==> config.mk <==
export PLATFORM = sky130hd
export DESIGN_NAME = three_color_fade_sequencer_top
export DESIGN_NICKNAME = d
export VERILOG_FILES = /design/src/rtl/tcfs_pkg.sv /design/src/rtl/three_color_fade_sequencer_top.sv /design/src/rtl/tcfs_regs.sv /design/src/rtl/tcfs_div.sv
export SDC_FILE = /design/constraint.sdc
export NUM_CORES = 1
export LEC_CHECK = 0
export BUFFER_PORTS_ARGS = -buffer_cell sky130_fd_sc_hd__buf_2
export CAP_MARGIN = 20
export CORE_MARGIN = 3
export CORE_UTILIZATION = 28
export DETAILED_ROUTE_END_ITERATION = 7
export GPL_ROUTABILITY_DRIVEN = 0
export SLEW_MARGIN = 25
export SYNTH_ARGS = -nofsm -noshare
export SYNTH_HDL_FRONTEND = slang
export SYNTH_SLANG_ARGS = --single-unit
==> constraint.sdc <==
create_clock -name clk -period 7 [get_ports clk]
set_clock_uncertainty 0.05 [all_clocks]
set_input_delay 0.7 -clock clk [delete_from_list [all_inputs] [get_ports clk]]
set_output_delay 0.7 -clock clk [all_outputs]
set_load 0.005 [all_outputs]
==> src/rtl/tcfs_pkg.sv <==
// tcfs_pkg: shared widths, register indexes, phase codes and the
// configuration bundle for the three-color fade sequencer
// no dependencies
package tcfs_pkg;

    localparam int COLOR_W  = 24;
    localparam int TICK_W   = 16;
    localparam int BRT_W    = 8;
    localparam int SLOT_W   = 2;
    localparam int ELAPSE_W = 17;
    localparam int ACC_W    = 26;
    localparam int STEPV_W  = 24;
    localparam int FRAC_W   = 16;
    localparam int CFG_IDX_W  = 3;
    localparam int CFG_DATA_W = 24;

    localparam logic [BRT_W-1:0] BRT_RESET = 8'd100;

    localparam logic [CFG_IDX_W-1:0] REG_FIRST_COLOR  = 3'd0;
    localparam logic [CFG_IDX_W-1:0] REG_SECOND_COLOR = 3'd1;
    localparam logic [CFG_IDX_W-1:0] REG_THIRD_COLOR  = 3'd2;
    localparam logic [CFG_IDX_W-1:0] REG_HOLD_MS      = 3'd3;
    localparam logic [CFG_IDX_W-1:0] REG_FADE_MS      = 3'd4;
    localparam logic [CFG_IDX_W-1:0] REG_BRT_ONE      = 3'd5;
    localparam logic [CFG_IDX_W-1:0] REG_BRT_TWO      = 3'd6;
    localparam logic [CFG_IDX_W-1:0] REG_TYPE_TWO     = 3'd7;

    localparam logic [1:0] PH_FADE_IN  = 2'd0;
    localparam logic [1:0] PH_HOLD     = 2'd1;
    localparam logic [1:0] PH_FADE_OUT = 2'd2;

    localparam logic [SLOT_W-1:0] SLOT_FIRST  = 2'd0;
    localparam logic [SLOT_W-1:0] SLOT_SECOND = 2'd1;
    localparam logic [SLOT_W-1:0] SLOT_LAST   = 2'd2;

    typedef struct packed {
        logic [COLOR_W-1:0] first_color;
        logic [COLOR_W-1:0] second_color;
        logic [COLOR_W-1:0] third_color;
        logic [TICK_W-1:0]  hold_ms;
        logic [TICK_W-1:0]  fade_ms;
        logic [BRT_W-1:0]   brightness_type_one;
        logic [BRT_W-1:0]   brightness_type_two;
        logic               device_is_type_two;
    } cfg_t;

endpackage

==> src/rtl/three_color_fade_sequencer_top.sv <==
// three_color_fade_sequencer_top: tick sequencer with fade, hold and color cycling
// depends on tcfs_pkg, tcfs_regs, tcfs_div
// a tick with running low is handled in its accept cycle; any other tick takes the accept
// cycle, then one sequencer step a cycle, up to five steps
// the tick that starts a sequence with a nonzero fade first waits for the serial
// step divider; a waiting output word stalls the step that would emit
// reset (rst_n, async, low) idles the block and loads the register defaults
module three_color_fade_sequencer_top
    import tcfs_pkg::*;
#(
    parameter int STEP_TICKS = 50
)
(
    input  logic                  clk,
    input  logic                  rst_n,
    input  logic                  in_valid,
    output logic                  in_ready,
    input  logic                  running,
    output logic                  out_valid,
    input  logic                  out_ready,
    output logic [COLOR_W-1:0]    shown_color,
    output logic [BRT_W-1:0]      shown_brightness,
    output logic [SLOT_W-1:0]     color_slot,
    input  logic                  cfg_we,
    input  logic [CFG_IDX_W-1:0]  cfg_index,
    input  logic [CFG_DATA_W-1:0] cfg_data
);

    localparam logic [1:0] S_IDLE = 2'd0;
    localparam logic [1:0] S_DIV  = 2'd1;
    localparam logic [1:0] S_STEP = 2'd2;

    localparam logic [2:0] LAST_GUARD = 3'd4;

    localparam logic [TICK_W-1:0]   ST_TICK    = TICK_W'(STEP_TICKS);
    localparam logic [ELAPSE_W-1:0] ST_ELAPSE  = ELAPSE_W'(STEP_TICKS);
    localparam logic [TICK_W-1:0]   FIRST_TICK = (STEP_TICKS > 1) ? TICK_W'(1) : '0;

    localparam logic signed [ACC_W:0] ACC_MAX = {2'b00, {(ACC_W-1){1'b1}}};
    localparam logic signed [ACC_W:0] ACC_MIN = {2'b11, {(ACC_W-1){1'b0}}};

    cfg_t cfg;

    logic               div_start;
    logic               div_done;
    logic [STEPV_W-1:0] div_quot;
    logic [BRT_W-1:0]   target;

    logic [1:0]              state_reg, state_next;
    logic                    active_reg, active_next;
    logic [1:0]              phase_reg, phase_next;
    logic [SLOT_W-1:0]       pos_reg, pos_next;
    logic [TICK_W-1:0]       tick_reg, tick_next;
    logic [ELAPSE_W-1:0]     elapsed_reg, elapsed_next;
    logic signed [ACC_W-1:0] acc_reg, acc_next;
    logic [STEPV_W-1:0]      step_reg, step_next;
    logic [2:0]              guard_reg, guard_next;
    logic                    out_valid_reg, out_valid_next;
    logic [COLOR_W-1:0]      out_color_reg, out_color_next;
    logic [BRT_W-1:0]        out_brt_reg, out_brt_next;
    logic [SLOT_W-1:0]       out_slot_reg, out_slot_next;

    logic signed [ACC_W:0]   acc_sum;
    logic signed [ACC_W-1:0] acc_upd;
    logic [BRT_W-1:0]        level_shown;
    logic [COLOR_W-1:0]      color_now;
    logic [TICK_W-1:0]       tick_plus;
    logic                    emit_ok;
    logic                    step_continue;

    tcfs_regs u_regs (
        .clk       (clk),
        .rst_n     (rst_n),
        .cfg_we    (cfg_we),
        .cfg_index (cfg_index),
        .cfg_data  (cfg_data),
        .cfg       (cfg)
    );

    assign target = cfg.device_is_type_two ? cfg.brightness_type_two
                                           : cfg.brightness_type_one;

    tcfs_div #(
        .STEP_TICKS (STEP_TICKS)
    ) u_div (
        .clk        (clk),
        .rst_n      (rst_n),
        .start      (div_start),
        .brightness (target),
        .fade       (cfg.fade_ms),
        .done       (div_done),
        .quotient   (div_quot)
    );

    // level update with saturation to the signed accumulator range
    always_comb
    begin
        if (phase_reg == PH_FADE_IN)
            acc_sum = {acc_reg[ACC_W-1], acc_reg} + $signed({3'b000, step_reg});
        else
            acc_sum = {acc_reg[ACC_W-1], acc_reg} - $signed({3'b000, step_reg});
        if (acc_sum > ACC_MAX)
            acc_upd = ACC_MAX[ACC_W-1:0];
        else if (acc_sum < ACC_MIN)
            acc_upd = ACC_MIN[ACC_W-1:0];
        else
            acc_upd = acc_sum[ACC_W-1:0];
        if (acc_upd[ACC_W-1])
            level_shown = '0;
        else if (acc_upd[FRAC_W+BRT_W])
            level_shown = '1;
        else
            level_shown = acc_upd[FRAC_W+BRT_W-1:FRAC_W];
    end

    always_comb
    begin
        case (pos_reg)
            SLOT_SECOND: color_now = cfg.second_color;
            SLOT_LAST:   color_now = cfg.third_color;
            default:     color_now = cfg.first_color;
        endcase
    end

    assign tick_plus = tick_reg + 1'b1;
    assign emit_ok   = (cfg.fade_ms != '0) && (elapsed_reg < {1'b0, cfg.fade_ms});
    assign in_ready  = (state_reg == S_IDLE);

    always_comb
    begin
        state_next     = state_reg;
        active_next    = active_reg;
        phase_next     = phase_reg;
        pos_next       = pos_reg;
        tick_next      = tick_reg;
        elapsed_next   = elapsed_reg;
        acc_next       = acc_reg;
        step_next      = step_reg;
        guard_next     = guard_reg;
        out_valid_next = out_valid_reg && !out_ready;
        out_color_next = out_color_reg;
        out_brt_next   = out_brt_reg;
        out_slot_next  = out_slot_reg;
        div_start      = 1'b0;
        step_continue  = 1'b0;

        case (state_reg)
            S_IDLE:
            begin
                if (in_valid)
                begin
                    guard_next = '0;
                    if (!running || !active_reg)
                    begin
                        active_next  = running;
                        phase_next   = PH_FADE_IN;
                        pos_next     = SLOT_FIRST;
                        tick_next    = '0;
                        elapsed_next = '0;
                        acc_next     = '0;
                        step_next    = '0;
                    end
                    if (running)
                    begin
                        if (!active_reg && (cfg.fade_ms != '0))
                        begin
                            div_start  = 1'b1;
                            state_next = S_DIV;
                        end
                        else
                        begin
                            state_next = S_STEP;
                        end
                    end
                end
            end

            S_DIV:
            begin
                if (div_done)
                begin
                    step_next  = div_quot;
                    state_next = S_STEP;
                end
            end

            S_STEP:
            begin
                if (phase_reg == PH_HOLD)
                begin
                    if (tick_reg < cfg.hold_ms)
                    begin
                        tick_next  = tick_plus;
                        state_next = S_IDLE;
                    end
                    else
                    begin
                        phase_next    = PH_FADE_OUT;
                        tick_next     = '0;
                        elapsed_next  = '0;
                        acc_next      = $signed({2'b00, target, {FRAC_W{1'b0}}});
                        step_continue = 1'b1;
                    end
                end
                else if (tick_reg != '0)
                begin
                    tick_next  = (tick_plus >= ST_TICK) ? '0 : tick_plus;
                    state_next = S_IDLE;
                end
                else if (emit_ok)
                begin
                    // hold the step while the previous word is still waiting
                    if (!out_valid_reg || out_ready)
                    begin
                        acc_next       = acc_upd;
                        elapsed_next   = elapsed_reg + ST_ELAPSE;
                        tick_next      = FIRST_TICK;
                        out_valid_next = 1'b1;
                        out_color_next = color_now;
                        out_brt_next   = level_shown;
                        out_slot_next  = pos_reg;
                        state_next     = S_IDLE;
                    end
                end
                else if (phase_reg == PH_FADE_IN)
                begin
                    phase_next    = PH_HOLD;
                    tick_next     = '0;
                    step_continue = 1'b1;
                end
                else
                begin
                    phase_next    = PH_FADE_IN;
                    pos_next      = (pos_reg == SLOT_LAST) ? SLOT_FIRST : pos_reg + 1'b1;
                    tick_next     = '0;
                    elapsed_next  = '0;
                    acc_next      = '0;
                    step_continue = 1'b1;
                end

                if (step_continue)
                begin
                    guard_next = guard_reg + 1'b1;
                    if (guard_reg == LAST_GUARD)
                        state_next = S_IDLE;
                end
            end

            default:
            begin
                state_next = S_IDLE;
            end
        endcase
    end

    always_ff @(posedge clk or negedge rst_n)
    begin
        if (!rst_n)
        begin
            state_reg     <= S_IDLE;
            active_reg    <= 1'b0;
            phase_reg     <= PH_FADE_IN;
            pos_reg       <= SLOT_FIRST;
            tick_reg      <= '0;
            elapsed_reg   <= '0;
            acc_reg       <= '0;
            step_reg      <= '0;
            guard_reg     <= '0;
            out_valid_reg <= 1'b0;
        end
        else
        begin
            state_reg     <= state_next;
            active_reg    <= active_next;
            phase_reg     <= phase_next;
            pos_reg       <= pos_next;
            tick_reg      <= tick_next;
            elapsed_reg   <= elapsed_next;
            acc_reg       <= acc_next;
            step_reg      <= step_next;
            guard_reg     <= guard_next;
            out_valid_reg <= out_valid_next;
        end
    end

    always_ff @(posedge clk)
    begin
        out_color_reg <= out_color_next;
        out_brt_reg   <= out_brt_next;
        out_slot_reg  <= out_slot_next;
    end

    assign out_valid        = out_valid_reg;
    assign shown_color      = out_color_reg;
    assign shown_brightness = out_brt_reg;
    assign color_slot       = out_slot_reg;

`ifndef SYNTHESIS
    a_div_done_in_div: assert property (@(posedge clk) disable iff (!rst_n)
        div_done |-> (state_reg == S_DIV))
        else $error("divider finished outside the divide state");

    a_guard_bound: assert property (@(posedge clk) disable iff (!rst_n)
        (state_reg == S_STEP) |-> (guard_reg <= LAST_GUARD))
        else $error("sequencer ran more than five steps in one tick");

    a_slot_tick_bound: assert property (@(posedge clk) disable iff (!rst_n)
        (phase_reg != PH_HOLD) |-> (tick_reg < ST_TICK))
        else $error("slot tick count out of range in a fade");

    a_idle_state_clear: assert property (@(posedge clk) disable iff (!rst_n)
        !active_reg |-> (phase_reg == PH_FADE_IN && pos_reg == SLOT_FIRST
                         && acc_reg == '0))
        else $error("sequence state not cleared while idle");

    a_emit_only_from_step: assert property (@(posedge clk) disable iff (!rst_n)
        (!out_valid_reg && out_valid_next) |-> (state_reg == S_STEP && emit_ok))
        else $error("output word loaded outside an emitting step");
`endif

endmodule

==> src/rtl/tcfs_regs.sv <==
// tcfs_regs: configuration register file, written through a plain write port
// depends on tcfs_pkg
module tcfs_regs
    import tcfs_pkg::*;
(
    input  logic                  clk,
    input  logic                  rst_n,
    input  logic                  cfg_we,
    input  logic [CFG_IDX_W-1:0]  cfg_index,
    input  logic [CFG_DATA_W-1:0] cfg_data,
    output cfg_t                  cfg
);

    cfg_t cfg_reg;
    cfg_t cfg_next;

    always_comb
    begin
        cfg_next = cfg_reg;
        if (cfg_we)
        begin
            case (cfg_index)
                REG_FIRST_COLOR:  cfg_next.first_color  = cfg_data[COLOR_W-1:0];
                REG_SECOND_COLOR: cfg_next.second_color = cfg_data[COLOR_W-1:0];
                REG_THIRD_COLOR:  cfg_next.third_color  = cfg_data[COLOR_W-1:0];
                REG_HOLD_MS:      cfg_next.hold_ms      = cfg_data[TICK_W-1:0];
                REG_FADE_MS:      cfg_next.fade_ms      = cfg_data[TICK_W-1:0];
                REG_BRT_ONE:      cfg_next.brightness_type_one = cfg_data[BRT_W-1:0];
                REG_BRT_TWO:      cfg_next.brightness_type_two = cfg_data[BRT_W-1:0];
                REG_TYPE_TWO:     cfg_next.device_is_type_two  = cfg_data[0];
                default:          cfg_next = cfg_reg;
            endcase
        end
    end

    always_ff @(posedge clk or negedge rst_n)
    begin
        if (!rst_n)
        begin
            cfg_reg.first_color         <= '0;
            cfg_reg.second_color        <= '0;
            cfg_reg.third_color         <= '0;
            cfg_reg.hold_ms             <= '0;
            cfg_reg.fade_ms             <= '0;
            cfg_reg.brightness_type_one <= BRT_RESET;
            cfg_reg.brightness_type_two <= BRT_RESET;
            cfg_reg.device_is_type_two  <= 1'b0;
        end
        else
        begin
            cfg_reg <= cfg_next;
        end
    end

    assign cfg = cfg_reg;

endmodule

==> src/rtl/tcfs_div.sv <==
// tcfs_div: bit-serial restoring divider for the fade step,
// step = min(brightness * STEP_TICKS * 2^16 / fade, all ones), one bit a cycle
// depends on tcfs_pkg
module tcfs_div
    import tcfs_pkg::*;
#(
    parameter int STEP_TICKS = 50
)
(
    input  logic               clk,
    input  logic               rst_n,
    input  logic               start,
    input  logic [BRT_W-1:0]   brightness,
    input  logic [TICK_W-1:0]  fade,
    output logic               done,
    output logic [STEPV_W-1:0] quotient
);

    localparam int ST_W  = $clog2(STEP_TICKS + 1);
    localparam int PW    = BRT_W + ST_W;
    localparam int CNT_W = $clog2(STEPV_W + 1);
    localparam int LOW_W = STEPV_W - FRAC_W;

    logic [PW-1:0]      prod;
    logic [TICK_W-1:0]  high_part;
    logic [TICK_W:0]    trial;
    logic               trial_ge;

    logic               busy_reg, busy_next;
    logic               done_reg, done_next;
    logic [CNT_W-1:0]   cnt_reg, cnt_next;
    logic [TICK_W-1:0]  rem_reg, rem_next;
    logic [STEPV_W-1:0] num_reg, num_next;
    logic [STEPV_W-1:0] quo_reg, quo_next;

    assign prod      = PW'(brightness) * PW'(STEP_TICKS);
    // dividend bits above the 24 quotient bits decide saturation
    assign high_part = TICK_W'(prod[PW-1:LOW_W]);
    assign trial     = {rem_reg, num_reg[STEPV_W-1]};
    assign trial_ge  = trial >= {1'b0, fade};

    always_comb
    begin
        busy_next = busy_reg;
        done_next = 1'b0;
        cnt_next  = cnt_reg;
        rem_next  = rem_reg;
        num_next  = num_reg;
        quo_next  = quo_reg;
        if (start)
        begin
            if (high_part >= fade)
            begin
                quo_next  = '1;
                busy_next = 1'b0;
                done_next = 1'b1;
            end
            else
            begin
                rem_next  = high_part;
                num_next  = {prod[LOW_W-1:0], {FRAC_W{1'b0}}};
                quo_next  = '0;
                cnt_next  = CNT_W'(STEPV_W);
                busy_next = 1'b1;
            end
        end
        else if (busy_reg)
        begin
            rem_next = trial_ge ? TICK_W'(trial - {1'b0, fade}) : trial[TICK_W-1:0];
            quo_next = {quo_reg[STEPV_W-2:0], trial_ge};
            num_next = {num_reg[STEPV_W-2:0], 1'b0};
            cnt_next = cnt_reg - 1'b1;
            if (cnt_reg == CNT_W'(1))
            begin
                busy_next = 1'b0;
                done_next = 1'b1;
            end
        end
    end

    always_ff @(posedge clk or negedge rst_n)
    begin
        if (!rst_n)
        begin
            busy_reg <= 1'b0;
            done_reg <= 1'b0;
            cnt_reg  <= '0;
        end
        else
        begin
            busy_reg <= busy_next;
            done_reg <= done_next;
            cnt_reg  <= cnt_next;
        end
    end

    always_ff @(posedge clk)
    begin
        rem_reg <= rem_next;
        num_reg <= num_next;
        quo_reg <= quo_next;
    end

    assign done     = done_reg;
    assign quotient = quo_reg;

endmodule
# Word level (Yosys, flattened, before mapping)

Index checks and enable logic that the tools add are counted.

Flip-flop bits (word level): 320
Logic and storage cells: 211
Input port bits: 33
Output and inout port bits: 36

Multiply operators: 1
Eq/ne operators: 30
Multiplexer cells: 101
$lt $le $gt $ge: 7
Bitwise gates (word level): 2
Reduce and logical (&&, ||, !) cells: 35
Add/subtract/negate cells: 8

Operator list:

| operator                                                                           | number |
|---|---|
| 26-bit 2-to-1 mux                                                                  | 10 |
| 24-bit 2-to-1 mux                                                                  | 9 |
| 16-bit 2-to-1 mux                                                                  | 12 |
| 17-bit 2-to-1 mux                                                                  | 8 |
| 24-bit case mux with 2 select lines                                                | 2 |
| 26-bit case mux with 2 select lines                                                | 1 |
| 2-bit 2-to-1 mux                                                                   | 22 |
| 17-bit case mux with 2 select lines                                                | 1 |
| 16-bit case mux with 2 select lines                                                | 1 |
| 16-bit nonzero test                                                                | 2 |
| 26-bit by 25-bit adder with 27-bit output                                          | 1 |
| 27-bit by 26-bit greater-than comparator with 1-bit output (second input constant) | 1 |
| 27-bit by 26-bit < comparator with 1-bit output (second input constant)            | 1 |
| 27-bit 2-to-1 mux                                                                  | 1 |
| 26-bit by 25-bit subtractor with 27-bit output                                     | 1 |
| 1-bit 2-to-1 mux                                                                   | 23 |
| 2-bit AND reduction                                                                | 9 |
| 17-bit by 6-bit adder with 17-bit output (second input constant)                   | 1 |
| 17-bit by 16-bit >= comparator with 1-bit output                                   | 1 |
| 17-bit by 16-bit < comparator with 1-bit output                                    | 1 |
| 16-bit by 1-bit adder with 16-bit output (second input constant)                   | 1 |
| 16-bit by 6-bit >= comparator with 1-bit output (second input constant)            | 1 |
| 6-bit by 16-bit >= comparator with 1-bit output                                    | 1 |
| 16-bit < comparator                                                                | 1 |
| 34 further kinds                                                                   | 72 |

# Logic depth before layout (Yosys ltp)

Depth after elaboration: 10
Gate-level depth with buffers: 24
Depth with buffers taken out: 22

# Modules after synthesis

Synthesis repeated with hierarchy kept, for this count alone.

Cells, all modules: 1,690
Area, all modules: 17,767.0 um2

By module, submodules not included:

| module                         | sequential area each (um2) | cells each | area an instance (um2) | times used |
|---|---|---|---|---|
| three_color_fade_sequencer_top | 3,348.2                    | 1,024      | 9,082.5                | 1 |
| tcfs_regs                      | 3,035.4                    | 265        | 4,604.4                | 1 |
| tcfs_div                       | 1,586.5                    | 401        | 4,080.2                | 1 |

# Least setup slack after synthesis

No wires, ideal clock.

Path kind: flip-flop to flip-flop
Start point: reg u_regs.cfg_reg (netlist bit u_regs.cfg[0])
End point: reg u_div.num_reg[17] (enable)
Data arrival time: 5.343 ns
Cell stages (with the launch flop): 21
Clock period less this slack: 5.797 ns
Setup slack: 1.203 ns
Library setup time: 0.404 ns
Cells stage by stage: dfrtp_1 -> clkbuf_1 -> mux2_2 -> ha_1 -> ha_1 -> inv_1 -> fa_1 -> inv_1 -> ha_1 -> a21oi_1 -> xnor2_1 -> ha_1 -> nand2b_1 -> a21o_1 -> a21o_1 -> a21o_1 -> a21o_1 -> a21oi_1 -> nor3_1 -> clkbuf_1 -> nor2_1

Cells in the longest elaborated chain, start to end: 5

Ends and longest elaborated chain:

| what                                            | RTL line                             | text |
|---|---|---|
| start: declaration                              | tcfs_regs.sv:14                      | `cfg_t cfg_reg;` |
| start signal: assignment                        | tcfs_regs.sv:51                      | `cfg_reg <= cfg_next;` |
| 8-bit 2-to-1 mux                                | three_color_fade_sequencer_top.sv:80 | `assign target = cfg.device_is_type_two ? cfg.brightness_type_two` |
| 8-bit by 5-bit multiplier with 13-bit output    | tcfs_div.sv:36                       | `assign prod = PW'(brightness) * PW'(STEP_TICKS);` |
| 6-bit by 16-bit >= comparator with 1-bit output | tcfs_div.sv:52                       | `if (high_part >= fade)` |
| 2-bit inequality test (no source line)          | --                                   |  |
| 2-bit AND reduction (no source line)            | --                                   |  |
| end signal: assignment                          | tcfs_div.sv:100                      | `num_reg <= num_next;` |
| end: declaration                                | tcfs_div.sv:33                       | `logic [STEPV_W-1:0] num_reg, num_next;` |

No other way between the ends.
A chain may end at the register's enable or synchronous reset.

# Worst setup path after layout

Start point: reg step_reg[12]
End point: reg acc_reg[20]

Cells in the longest elaborated chain, start to end: 10
Elaborated cells between the ends (all ways): 12
Classes of those cells: 2 x add/sub; 2 x order compare; 8 x mux

Ends and longest elaborated chain:

| what                                                                                                        | RTL line                                                                    | text |
|---|---|---|
| start: declaration                                                                                          | three_color_fade_sequencer_top.sv:56                                        | `logic [STEPV_W-1:0] step_reg, step_next;` |
| start signal: assignment                                                                                    | three_color_fade_sequencer_top.sv:280                                       | `step_reg <= step_next;` |
| 26-bit by 25-bit subtractor with 27-bit output or 26-bit by 25-bit adder with 27-bit output (tied branches) | three_color_fade_sequencer_top.sv:101, three_color_fade_sequencer_top.sv:99 |  |
| 27-bit 2-to-1 mux (*)                                                                                       | three_color_fade_sequencer_top.sv:98                                        | `if (phase_reg == PH_FADE_IN)` |
| 27-bit by 26-bit < comparator with 1-bit output                                                             | three_color_fade_sequencer_top.sv:104                                       | `else if (acc_sum < ACC_MIN)` |
| 26-bit 2-to-1 mux                                                                                           | three_color_fade_sequencer_top.sv:104                                       |  |
| 26-bit 2-to-1 mux (*)                                                                                       | three_color_fade_sequencer_top.sv:102                                       | `if (acc_sum > ACC_MAX)` |
| 26-bit 2-to-1 mux (*)                                                                                       | three_color_fade_sequencer_top.sv:213                                       | `if (!out_valid_reg \|\| out_ready)` |
| 26-bit 2-to-1 mux (*)                                                                                       | three_color_fade_sequencer_top.sv:210                                       | `else if (emit_ok)` |
| 26-bit 2-to-1 mux (*)                                                                                       | three_color_fade_sequencer_top.sv:205                                       | `else if (tick_reg != '0)` |
| 26-bit 2-to-1 mux (*)                                                                                       | three_color_fade_sequencer_top.sv:189                                       | `if (phase_reg == PH_HOLD)` |
| 26-bit case mux with 2 select lines (*)                                                                     | three_color_fade_sequencer_top.sv:147                                       | `case (state_reg)` |
| end signal: assignment                                                                                      | three_color_fade_sequencer_top.sv:279                                       | `acc_reg <= acc_next;` |
| end: declaration                                                                                            | three_color_fade_sequencer_top.sv:55                                        | `logic signed [ACC_W-1:0] acc_reg, acc_next;` |

Mark *: on every way between the ends. The rest lies on a longest branch, timed or not. The select of a mux whose other input is x is not followed.

==> results.md <==
- Leakage: roughly 8.6 nW
- Routed vias: ~13000
- Antenna violations before repair: 6
- Die Span X: 254 microns
- CP Cell Sequence: or4_4, or3_4, or3_2, o41ai_1, xnor2_1, ha_1, and2_1, a311oi_1, o21ai_0, a21oi_1, o211ai_1, xnor2_2, nand2_1, a21oi_1, nor2_1, a221o_1
- Share of cells above drive strength 1: 0.171
- Fin. max-slew vios: 0
- Primary FF master, synth: dfrtp_1
- Post-route ant nets: 0
- Die Area: 64500 sq um
- CTS Root Cell: clkbuf_16
- Relative slew slack: 0.336
- Flip-flop and latch area: between 7000 and 8000 sq um
- Fin util: 0.323
- Worst path required time: 7350 ps
- Vias per inst: 5.17
- #FFs+latches synth: just over 300
- Die Ht: between 200 and 300 microns
- Synthesized cell area: 17200 sq um
- Drt drc: 0
- FMAX: 0.179 GHz
- Synth Instances: 1645
- Register area share after synthesis: 0.463
- Unrepaired setup endpoints after global routing: no
- Clock Latency Late Sink: 540 ps
- Final #Nets: 1854
- Number of buffers created by CTS: 34
- Netlist cell types: 84
- Post-Layout Inst Area: between 15000 and 20000 sq um
- Port bufs: 68
- DR iter-0 viols: 1031
- Clock Path Buffers: 3
- Max reg flops: 121
- Num Clock Sinks: 302
- Maximum vdd drop: ~0.24 mV
- Post-Place Cell Area: approximately 18000 sq um
- Worst path max stage delay: 620 ps
- Cell family with most CP delay: simple AND/OR/NAND/NOR gates
- Routed wire length: roughly 45000 microns
- TritonCTS clock tree: built
- Outcome: finished clean
- Post-CTS Setup Inserts: 0
- Routed len/inst: 18.0 microns
- DR pass1 iterations: 5
- Largest net degree at the start of global routing: 181
- # H-tree levels: 2
- Final setup fails: 0
- Syn Area/Cell: 10.5 sq um
- DP Cell Count: 2439
- CP max-delay cell: nand2_1
- Number of core rows: 90
- CP Buf/Inv Count: 0
- First-pass GRT wire length: roughly 71000 microns
- Layout area overhead: 13.4%
- HP Class: input pin to flop
- Pwr dens: 354 nW/um^2
- Fin cells: 2505
- Tightest Pin Transition: 991 ps
- Min Tclk post-route: 5590 ps
- CP arrival: between 5000 and 6000 ps
- Crit-path max FO: 21
- Post-synth EDFFs: 81
- Yosys warnings: 0
- Filler cell count: 6093
- Boundary Pins: 69
- Initial Util: 0.284
- CORE AREA: 60600 sq um
- Crit path kind: flop to flop
- Async set-reset flop share out of synthesis: 0.732
- HPWL after DPL: 31900 microns
- Multi-input logic area: 8710 sq um
- Most used cell along the critical path: a21oi_1
- Max Cap Violations: 0
- Post-route setup TNS: 0 ps
- Post-Syn Nets: 1804
- Final worst path period share: 0.799
- GRT Total Usage: 0.139
- Vias in the first global route: 12700
- Worst-path clk slew: 60 ps
- CP startpoint kind: flop
- CP endpoint kind: flop
- Endpoints failing hold: 0
- Global route total overflow: 0
==> placed cells by master (no fill, tap or decap), types with 8 or more instances in the layout <==
| master | n |
|---|---|
| a211oi_1 | 10 |
| a21o_1 | 46 |
| a21oi_1 | 112 |
| a22o_1 | 26 |
| a22oi_1 | 25 |
| a31oi_1 | 10 |
| buf_2 | 67 |
| buf_4 | 14 |
| clkbuf_1 | 8 |
| clkbuf_16 | 35 |
| clkinv_2 | 11 |
| dfrtp_1 | 215 |
| edfxtp_1 | 81 |
| ha_1 | 119 |
| inv_1 | 85 |
| mux2_2 | 111 |
| nand2_1 | 137 |
| nand2b_1 | 14 |
| nand3_1 | 23 |
| nand4_1 | 17 |
| nor2_1 | 111 |
| nor2b_1 | 11 |
| nor3_1 | 24 |
| nor4_1 | 9 |
| o211ai_1 | 10 |
| o21ai_0 | 101 |
| o21bai_1 | 10 |
| o31ai_1 | 27 |
| o41ai_1 | 10 |
| or3_1 | 8 |
| xnor2_1 | 48 |
| xor2_1 | 34 |
==> power breakdown <==
part           internal [W]  switching [W]
clock network      0.000951       0.000757
logic               0.00111        0.00150
registers           0.00232       0.000277
==> area by class of cell <==
| type | instances | area share |
|---|---|---|
| antenna | 2 | 0.000256 |
| tap | 782 | 0.0501 |
| inverter | 85 | 0.0163 |
| multi-input combinational | 1187 | 0.446 |
| sequential | 302 | 0.408 |
| clock buffer | 45 | 0.0478 |
| clock inverter | 17 | 0.00595 |
| timing repair buffer | 85 | 0.0263 |
==> worst paths after layout <==
kind / start / end / slack, ps / cells past startpoint
worst max-delay path: step_reg[12] / acc_reg[20] / 1410 / 16
worst min-delay path: cfg_data[23] / u_regs.cfg[96] / 370 / 2
worst max register to register: step_reg[12] / acc_reg[20] / 1410 / 16
worst min register to register: acc_reg[2] / acc_reg[2] / 440 / 2
max in group asynchronous: rst_n / u_regs.cfg[60] / 4990 / 4
min in group asynchronous: rst_n / step_reg[13] / 590 / 2
==> synthesized netlist by cell type, drive strengths merged, types with 6 or more instances <==
cell type	n	area, sq um
nor4	11	81.3
buf	11	71.3
a31oi	10	62.6
o211ai	10	75.1
edfxtp	81	2430
mux2	111	1250
xor2	34	298
a221o	6	60.1
nor2	114	430
o41ai	10	87.6
nand4	17	106
o21ai	104	524
o31ai	28	215
dfstp	6	158
nor2b	11	68.8
nand2	137	514
o21bai	10	75.1
nor3b	6	45.0
dfrtp	215	5380
and3	6	37.5
a21oi	114	582
or4	6	48.8
nand3	23	115
a21o	46	345
xnor2	50	464
ha	121	1510
nor3	29	145
a211oi	10	75.1
clkbuf	60	225
a22oi	25	188
mux2i	6	60.1
inv	85	319
or3	11	76.3
a22o	27	238
nand2b	14	87.6
==> stage by stage <==
step / worst slack (ps) / power, W / hold WS [ps]
final: 1410 / 0.00691 / 374
after CTS: 1500 / 0.00696 / 350
after detailed placement: 1520 / 0.00520 / 428
after global placement: 1660 / 0.00511 / 423
after floorplan: 1200 / 0.00449 / 354
after global routing: 1030 / 0.00743 / 364
==> kinds of logic (layout without fill, tap and decap cells) <==
logic type / after synthesis / after routing / synth area share
AO/OA/AOI/OAI: 451 / 451 / 0.174
AND/OR/NAND/NOR: 406 / 406 / 0.111
flip-flops: 302 / 302 / 0.463
buffers and inverters: 156 / 232 / 0.0357
adder cells (fa/ha/maj): 129 / 129 / 0.0955
multiplexers: 117 / 117 / 0.0760
XOR/XNOR: 84 / 84 / 0.0442
other: 0 / 2 / 0
==> routing by layer <==
| metal | vias to the layer above | track usage | routed length, microns |
|---|---|---|---|
| met5 | - | 0 | 7 |
| met4 | 2 | 0.0334 | 895 |
| met3 | 64 | 0.0306 | 3120 |
| met2 | 341 | 0.229 | 20900 |
| met1 | 6415 | 0.187 | 20200 |
| li1 | 6120 | - | - |
==> repair_timing <==
action | CTS | global route
hold endpoints to repair | 2 | 0
resized for setup | 0 | 0
hold buffers | 1 | 0
Power figures use the tool's default switching activity.
